[src/rtl/rah_pkg.sv]
// shared types, codes and fixed-point helpers for the range autoscale unit
package rah_pkg;

	localparam int NumSteps  = 4;
	localparam int ValW      = 24;
	localparam int IdxW      = 2;
	localparam int ProdW     = ValW + 4;
	localparam int RecipW    = 32;
	localparam int RecipSh   = 35;

	// ceil(2^35 / 10), exact quotient for any dividend below 2^32
	localparam logic [RecipW-1:0] Recip10 = 32'hCCCC_CCCD;

	localparam logic [IdxW-1:0] IdxFirst = 2'd0;
	localparam logic [IdxW-1:0] IdxLast  = 2'd3;

	// tenths selector for the shared divide unit
	localparam logic [1:0] TenthsUp   = 2'd0;
	localparam logic [1:0] TenthsDown = 2'd1;
	localparam logic [1:0] TenthsSeed = 2'd2;

	// what the compare step does with the threshold
	localparam logic [1:0] ModeUp   = 2'd0;
	localparam logic [1:0] ModeDown = 2'd1;
	localparam logic [1:0] ModeSeed = 2'd2;

	// function codes
	localparam logic FuncUpdate = 1'b0;
	localparam logic FuncReinit = 1'b1;

	typedef logic [ValW-1:0] val_t;
	typedef logic [IdxW-1:0] idx_t;

	typedef struct packed {
		logic func;
		val_t range_value;
		logic range_valid;
		val_t forced_max;
		logic forced_valid;
	} rah_in_t;

	typedef struct packed {
		val_t scale_max;
		idx_t scale_index;
	} rah_out_t;

	// step value times 9, 6 or 8 by shift and add
	function automatic logic [ProdW-1:0] times_tenths(input val_t s, input logic [1:0] sel);
		logic [ProdW-1:0] w;
		logic [ProdW-1:0] p;
		w = {4'd0, s};
		case (sel)
			TenthsUp:   p = (w << 3) + w;
			TenthsDown: p = (w << 2) + (w << 1);
			TenthsSeed: p = w << 3;
			default:    p = '0;
		endcase
		return p;
	endfunction

	// floor(x / 10) by reciprocal multiply
	function automatic val_t div10(input logic [ProdW-1:0] x);
		logic [ProdW+RecipW-1:0] p;
		p = {{RecipW{1'b0}}, x} * {{ProdW{1'b0}}, Recip10};
		return p[RecipSh+ValW-1:RecipSh];
	endfunction

endpackage

[src/rtl/range_autoscale_hysteresis_unit.sv]
// top level: autorange step selection with hysteresis over four scale steps
// a reinitialize without a forced match, a first update or an invalid update goes from
//   idle straight to the output state; a forced-step seed passes DIV and CMP once; an
//   update passes DIV and CMP once per threshold checked, up to 3 checks, each threshold
//   going through the times-tenths / divide-by-10 unit. a new request is taken only in
//   idle, after the previous response is registered. reset restores the default steps
//   and clears the step index, previous range and initialized flag at once.
module range_autoscale_hysteresis_unit (
	input  logic               clk,
	input  logic               arst_n,
	input  logic               req_valid,
	output logic               req_ready,
	input  rah_pkg::rah_in_t   req,
	output logic               rsp_valid,
	input  logic               rsp_ready,
	output rah_pkg::rah_out_t  rsp,
	input  logic               cfg_we,
	input  logic [1:0]         cfg_index,
	input  logic [23:0]        cfg_data
);
	import rah_pkg::*;

	localparam logic [1:0] ST_IDLE = 2'd0;
	localparam logic [1:0] ST_DIV  = 2'd1;
	localparam logic [1:0] ST_CMP  = 2'd2;
	localparam logic [1:0] ST_OUT  = 2'd3;

	logic [1:0]       state_q;
	val_t             step_q [NumSteps];
	idx_t             idx_q;
	val_t             prev_q;
	logic             init_q;
	val_t             r_q;
	logic [1:0]       mode_q;
	logic [ProdW-1:0] x_q;
	val_t             th_q;
	rah_out_t         rsp_q;
	logic             rsp_valid_q;

	logic accept;
	idx_t fit_idx;
	logic match_hit;
	idx_t match_idx;
	logic up_hit;
	logic dn_hit;
	idx_t nidx;
	logic out_free;

	assign accept    = req_valid && req_ready;
	assign req_ready = (state_q == ST_IDLE);
	assign rsp_valid = rsp_valid_q;
	assign rsp       = rsp_q;
	assign out_free  = !rsp_valid_q || rsp_ready;

	// first step at least the range, last step if none fits
	always_comb begin
		if (req.range_value <= step_q[0]) begin
			fit_idx = 2'd0;
		end else if (req.range_value <= step_q[1]) begin
			fit_idx = 2'd1;
		end else if (req.range_value <= step_q[2]) begin
			fit_idx = 2'd2;
		end else begin
			fit_idx = 2'd3;
		end
	end

	// first step equal to the forced maximum
	always_comb begin
		match_hit = 1'b1;
		if (step_q[0] == req.forced_max) begin
			match_idx = 2'd0;
		end else if (step_q[1] == req.forced_max) begin
			match_idx = 2'd1;
		end else if (step_q[2] == req.forced_max) begin
			match_idx = 2'd2;
		end else if (step_q[3] == req.forced_max) begin
			match_idx = 2'd3;
		end else begin
			match_idx = 2'd0;
			match_hit = 1'b0;
		end
	end

	assign up_hit = (prev_q <= th_q) && (r_q > th_q);
	assign dn_hit = (prev_q >= th_q) && (r_q < th_q);
	assign nidx   = (mode_q == ModeUp) ? idx_q + 2'd1 : idx_q - 2'd1;

	always_ff @(posedge clk or negedge arst_n) begin
		if (!arst_n) begin
			state_q     <= ST_IDLE;
			step_q[0]   <= 24'd2560;
			step_q[1]   <= 24'd5120;
			step_q[2]   <= 24'd10240;
			step_q[3]   <= 24'd20480;
			idx_q       <= '0;
			prev_q      <= '0;
			init_q      <= 1'b0;
			mode_q      <= ModeUp;
			rsp_valid_q <= 1'b0;
		end else begin
			if (cfg_we) begin
				step_q[cfg_index] <= cfg_data;
			end
			if (rsp_valid_q && rsp_ready && state_q != ST_OUT) begin
				rsp_valid_q <= 1'b0;
			end
			case (state_q)
				ST_IDLE: begin
					if (accept) begin
						r_q <= req.range_value;
						if (req.func == FuncReinit) begin
							init_q <= 1'b1;
							if (req.forced_valid && match_hit) begin
								idx_q <= match_idx;
								if (req.range_valid) begin
									x_q     <= times_tenths(step_q[match_idx], TenthsSeed);
									mode_q  <= ModeSeed;
									state_q <= ST_DIV;
								end else begin
									prev_q  <= '0;
									state_q <= ST_OUT;
								end
							end else begin
								idx_q   <= req.range_valid ? fit_idx : IdxFirst;
								prev_q  <= req.range_valid ? req.range_value : '0;
								state_q <= ST_OUT;
							end
						end else if (req.range_valid) begin
							if (!init_q) begin
								init_q  <= 1'b1;
								idx_q   <= fit_idx;
								prev_q  <= req.range_value;
								state_q <= ST_OUT;
							end else if (req.range_value > prev_q && idx_q != IdxLast) begin
								x_q     <= times_tenths(step_q[idx_q], TenthsUp);
								mode_q  <= ModeUp;
								state_q <= ST_DIV;
							end else if (req.range_value < prev_q && idx_q != IdxFirst) begin
								x_q     <= times_tenths(step_q[idx_q], TenthsDown);
								mode_q  <= ModeDown;
								state_q <= ST_DIV;
							end else begin
								prev_q  <= req.range_value;
								state_q <= ST_OUT;
							end
						end else begin
							state_q <= ST_OUT;
						end
					end
				end
				ST_DIV: begin
					th_q    <= div10(x_q);
					state_q <= ST_CMP;
				end
				ST_CMP: begin
					case (mode_q)
						ModeSeed: begin
							prev_q  <= (r_q < th_q) ? r_q : th_q;
							state_q <= ST_OUT;
						end
						// previous range stays put until the cascade ends
						ModeUp: begin
							if (up_hit && nidx != IdxLast) begin
								idx_q   <= nidx;
								x_q     <= times_tenths(step_q[nidx], TenthsUp);
								state_q <= ST_DIV;
							end else begin
								if (up_hit) begin
									idx_q <= nidx;
								end
								prev_q  <= r_q;
								state_q <= ST_OUT;
							end
						end
						ModeDown: begin
							if (dn_hit && nidx != IdxFirst) begin
								idx_q   <= nidx;
								x_q     <= times_tenths(step_q[nidx], TenthsDown);
								state_q <= ST_DIV;
							end else begin
								if (dn_hit) begin
									idx_q <= nidx;
								end
								prev_q  <= r_q;
								state_q <= ST_OUT;
							end
						end
						default: begin
							prev_q  <= r_q;
							state_q <= ST_OUT;
						end
					endcase
				end
				ST_OUT: begin
					if (out_free) begin
						rsp_q.scale_max   <= step_q[idx_q];
						rsp_q.scale_index <= idx_q;
						rsp_valid_q       <= 1'b1;
						state_q           <= ST_IDLE;
					end
				end
				default: begin
					state_q <= ST_IDLE;
				end
			endcase
		end
	end

	a_busy_after_req: assert property (@(posedge clk) disable iff (!arst_n)
		accept |=> !req_ready)
		else $error("request accepted while previous one still in work");

	a_climb_one_step: assert property (@(posedge clk) disable iff (!arst_n)
		(state_q == ST_CMP && mode_q == ModeUp)
		|=> (idx_q == $past(idx_q) || idx_q == $past(idx_q) + 2'd1))
		else $error("upward check moved more than one step");

	a_fall_one_step: assert property (@(posedge clk) disable iff (!arst_n)
		(state_q == ST_CMP && mode_q == ModeDown)
		|=> (idx_q == $past(idx_q) || idx_q == $past(idx_q) - 2'd1))
		else $error("downward check moved more than one step");

	a_rsp_index: assert property (@(posedge clk) disable iff (!arst_n)
		(state_q == ST_OUT && out_free) |=> (rsp_valid && rsp.scale_index == $past(idx_q)))
		else $error("response index differs from selected step");

	a_init_sticky: assert property (@(posedge clk) disable iff (!arst_n)
		init_q |=> init_q)
		else $error("initialized flag dropped");

endmodule

[config.mk]
export PLATFORM = sky130hd
export DESIGN_NAME = range_autoscale_hysteresis_unit
export DESIGN_NICKNAME = d
export VERILOG_FILES = /design/src/rtl/rah_pkg.sv /design/src/rtl/range_autoscale_hysteresis_unit.sv
export SDC_FILE = /design/constraint.sdc
export NUM_CORES = 2
export LEC_CHECK = 0
export BUFFER_PORTS_ARGS = -buffer_cell sky130_fd_sc_hd__buf_2
export CORE_ASPECT_RATIO = 1.25
export CORE_MARGIN = 2
export CORE_UTILIZATION = 50
export DETAILED_ROUTE_END_ITERATION = 6
export HOLD_SLACK_MARGIN = 0.06
export PLACE_DENSITY_LB_ADDON = 0.12
export SLEW_MARGIN = 5
export SYNTH_ARGS = -nofsm -noshare
export SYNTH_HDL_FRONTEND = slang
export SYNTH_SLANG_ARGS = --single-unit
[constraint.sdc]
create_clock -name clk -period 11.65 [get_ports clk]
set_clock_uncertainty 0.2 [all_clocks]
set_input_delay 0.5825 -clock clk [delete_from_list [all_inputs] [get_ports clk]]
set_output_delay 0.5825 -clock clk [all_outputs]
set_load 0.02 [all_outputs]
; Word-level counts from Yosys, hierarchy flattened
; Cells that the tools add are included.
; W data, S select, Z words.
[word_totals]
ff_bits = 230
latchBits = 0
ramBits = 0
romBits = 0
input_bits = 82
output_inout_bits = 28
mem_count = 0
[classes]
n_addsub = 6
n_mul = 1
div = 0
magnitude_cmp = 14
n_eq_ne = 32
n_shift = 0
muxes = 87
n_bitwise = 4
reduce_logical = 30
[op_table]
columns = cell, n
row1 = $mux W24, 19
row2 = $mux W28, 10
row3 = $bmux W24 S2, 3
row4 = $pmux W28 S2, 2
row5 = $bwmux W96, 1
row6 = $eq A24 B24 Y1, 4
row7 = $le A24 B24 Y1, 4
row8 = $pmux W24 S3, 1
row9 = $mux W2, 35
row10 = $mul A28 B32 Y59 const B, 1
row11 = $add A27 B24 Y28, 2
row12 = $add A26 B25 Y27, 2
row13 = $demux W24 S2, 1
row14 = $gt A24 B24 Y1, 2
row15 = $lt A24 B24 Y1, 2
row16 = $pmux W24 S2, 1
row17 = $ge A24 B24 Y1, 1
row18 = $ne A3 B3 Y1 const B, 7
row19 = $ne A4 B4 Y1 const B, 5
row20 = $reduce_and A7 Y1, 2
row21 = $ge A3 B3 Y1 const B, 4
row22 = $not A2 Y3, 4
row23 = $pmux W2 S2, 3
row24 = $logic_and A1 B1 Y1, 11
row25 = other kinds (21), 47

; Depth between registers and ports, before layout
[depth]
ltp_word = 14
mapped_depth = 27
ltp_nobuf = 26

; Least setup slack after synthesis
; OpenSTA, ideal clock, no wires.
[synth_timing]
kind = register -> register
startpoint = register x_q[1]
endpoint = register th_q[14] (data pin)
setup_time_ns = 0.259
arrival_time_ns = 6.628
path_slack_ns = 4.563
stages_incl_launch_ff = 23
n_path_buf = 0
period_less_slack_ns = 7.087
cell_sequence = edfxtp_1 ha_1 fa_1 fa_1 inv_1 fa_1 inv_1 fa_1 fa_1 inv_1 fa_1 inv_1 ha_1 nand4_1 or4_1 or3_1 o221ai_1 o21bai_1 a211o_1 o21ai_1 a21oi_1 o21ba_2 xnor2_1
[synth_via]
elab_chain_len = 1
[synth_rtl]
columns = item, line
row1 = from (decl), range_autoscale_hysteresis_unit.sv:35  ; logic [ProdW-1:0] x_q;
row2 = from (signal assigned), range_autoscale_hysteresis_unit.sv:117  ; x_q <= times_tenths(step_q[match_idx], TenthsSeed);
row3 = from (signal assigned), range_autoscale_hysteresis_unit.sv:136  ; x_q <= times_tenths(step_q[idx_q], TenthsUp);
row4 = from (signal assigned), range_autoscale_hysteresis_unit.sv:140  ; x_q <= times_tenths(step_q[idx_q], TenthsDown);
row5 = $mul A28 B32 Y59, rah_pkg.sv:64  ; p = {{RecipW{1'b0}}, x} * {{ProdW{1'b0}}, Recip10};
row6 = to (signal assigned), range_autoscale_hysteresis_unit.sv:153  ; th_q <= div10(x_q);
row7 = to (decl), range_autoscale_hysteresis_unit.sv:36  ; val_t th_q;
; Every way passes these cells.
; A chain may end at the register's enable or synchronous reset.

; Worst setup path in the final report
[layout_timing]
startpoint = register x_q[1]
endpoint = register th_q[23] (data pin)
; The elaborated chain is that of the path after synthesis.

==> reports/metrics.csv <==
metric;value;unit
yosys_warnings;0;
die_height;279;um
std_cell_rows;100;
synth_top_area_share;0.197;
yosysTopAreaCell;ha_1;
cp_max_fo;5;
synth_edf_count;102;
top_level_ports;110;
syn_nets;3881;
grt_pass1_vias;24700;
status;finished, final reports clean;
syn_area;30300;um^2
first_pass_iters;5;
drc;0;
final_layout_size_suffix_gt1_frac;0.111;
hold_class;in2reg;
end_kind;flip-flop;
hold_viol;0;
antenna_found_initial;0;
core-area;59800;um^2
track_usage;0.314;
slew_viol_final;0;
final_cell_mix;inv_1 (530), ha_1 (477), fa_1 (207);
yosys_register_bits;230;
grt_pass1_wl;148000;um
post_cts_resized;0;
overflow;0;
multiInputGateArea;21700;um^2
maxCapViolCount;0;
post-dp-hpwl;81400;um
numPortBuffers;109;
relSlewSlack;0.203;
vias_per_cell;5.96;
synth.area.top_cells;ha_1 (20%), fa_1 (14%), edfxtp_1 (10%);
die_w;224;um
final-seq-area;6280;um^2
fin_crit_sh;0.689;
fillCellCount;5470;
clock_path_buffers;3;
syn_area_per_cell;9.73;um^2
fin_tns_setup;0;ps
die-area;62600;um^2
cpPeakStageDelay;640;ps
crit_chain;ha_1 > fa_1 > fa_1 > inv_1 > fa_1 > inv_1 > fa_1 > inv_1 > fa_1 > fa_1 > inv_1 > ha_1 > a211oi_1 > nor2_1 > o41ai_1 > o221ai_1 > o21bai_1 > a211o_1 > o211ai_2 > a221o_1 > a21oi_1 > xnor2_1;
clock-sinks;230;
worstPathArrival;8150;ps
rsz0062_at_grt;no;
synthArstFlopShare;0.557;
clock_tree.root_cell;clkbuf_16;
cpMostUsedCell;fa_1;
drtIter0Drc;1685;
yosysSeqAreaShare;0.207;
nets;3981;
syn_to_final_growth;8.13;%
gp_congestion;0.998;
mostFrequentLayoutCell;inv_1;
antenna_cells;0;
synth_cells;3115;
cts_tree;done;
cts_max_level;1;
cts.reportedPaths.clkPinSlew;60;ps
cts-buffers-inserted;26;
slowest_stage;fa_1;
ys.flop_type;dfrtp_1;
max_clock_freq;125;MHz
ant_nets;0;
vias;23800;
finalSetupViolations;0;
critPathLaunchType;flip-flop;
cp.required;11770;ps
ys_types;87;
grt_max_degree;73;
routedWlPerCell;24.4;um
clkLatencyLatePin;580;ps
tightestPinTransition;1190;ps
min_period;8030;ps
routed_wl;97700;um
initial_utilization;0.507;
path_class;reg2reg;
==> worst max-delay path: cells and delay by family, from the launching register on <==
family	cells	cell delay (ps)
xor gates and xnor gates	1	90
buffers and inverters	4	330
DFF	1	520
AOI/OAI and AO/OA	8	2710
adders and majority gates	8	3820
and+or+nand+nor	1	100
==> logic make-up after synthesis <==
group,share of synthesized area
and+or+nand+nor,0.0853
muxes,0.100
xor gates and xnor gates,0.0587
adders and majority gates,0.334
AOI/OAI and AO/OA,0.138
DFF,0.207
buffers and inverters,0.0769
==> timing repair <==
action,in CTS,in global routing
buffers inserted,0,0
hold buffers,17,0
hold endpoints to repair,74,0
==> area by class of cell <==
| class | instances | share of cell area |
|---|---|---|
| clock buffers | 39 | 0.0237 |
| repair buffers | 149 | 0.0273 |
| multi-input cells | 2278 | 0.663 |
| flip-flops and latches | 230 | 0.192 |
| inverters | 530 | 0.0607 |
| well taps | 765 | 0.0292 |
| clock inverters | 9 | 0.00428 |
==> synthesized netlist by cell type, types with 11 or more instances <==
cell	n
a211oi_1	26
a21o_1	109
a21oi_1	176
a31oi_1	21
and3_1	20
and4_1	11
buf_2	16
clkbuf_1	50
dfrtp_1	120
edfxtp_1	102
fa_1	207
ha_1	477
inv_1	530
mux2_2	79
mux2_4	20
mux2i_1	67
mux4_2	52
nand2_1	151
nand2b_1	23
nand3_1	39
nand4_1	61
nor2_1	96
nor2b_1	29
nor3_1	23
nor4_1	17
o211ai_1	21
o21a_1	25
o21ai_0	164
o21bai_1	17
o22ai_1	15
xnor2_1	128
xor2_1	75
==> routing by layer <==
metal	wire length [um]	global-route usage	part of all wire	up-vias
met4	5930	0.165	0.061	0
met3	3630	0.0229	0.037	189
met5	0	0	0	-
met1	38800	0.375	0.40	11900
li1	-	-	-	11100
met2	49400	0.565	0.51	694
==> sequential cells by signal, indices dropped and copies added (netlist names) <==
register   count
idx_q          2
init_q         1
state_q        2
step_q        96
rsp           26
th_q          24
prev_q        24
rsp_valid      1
mode_q         2
r_q           24
x_q           28
==> final timing paths <==
check / from / to / slack (ps) / depth (start not counted)
setup reg to reg: x_q[1]$_DFFE_PP_ / th_q[23]$_DFFE_PP_ / 3620 / 22
hold / removal: cfg_data[18] / step_q[90]$_DFFE_PN0P_ / 80 / 3
max in group asynchronous: arst_n / step_q[30]$_DFFE_PN0P_ / 9460 / 3
min in group asynchronous: arst_n / prev_q[16]$_DFFE_PN0P_ / 380 / 2
setup / recovery: x_q[1]$_DFFE_PP_ / th_q[23]$_DFFE_PP_ / 3620 / 22
hold reg to reg: init_q$_DFFE_PN0P_ / init_q$_DFFE_PN0P_ / 300 / 1
==> stage by stage <==
step / util / setup slack (ps) / cells / instance area (um^2) / hold WS, ps
after floorplan: - / 4560 / 3115 / 30300 / 86.9
after global placement: 0.530 / 3720 / 3935 / 31700 / 288
after detailed placement: 0.530 / 3580 / 3935 / 31700 / 290
after CTS: 0.548 / 3550 / 4000 / 32800 / 61.0
after global routing: 0.548 / 3280 / 4000 / 32800 / 83.6
final: 0.548 / 3620 / 4000 / 32800 / 81.6
Power is left out: the tool's default activity adds up to more than one toggle a clock period on the data nets, which glitch-free logic cannot reach.
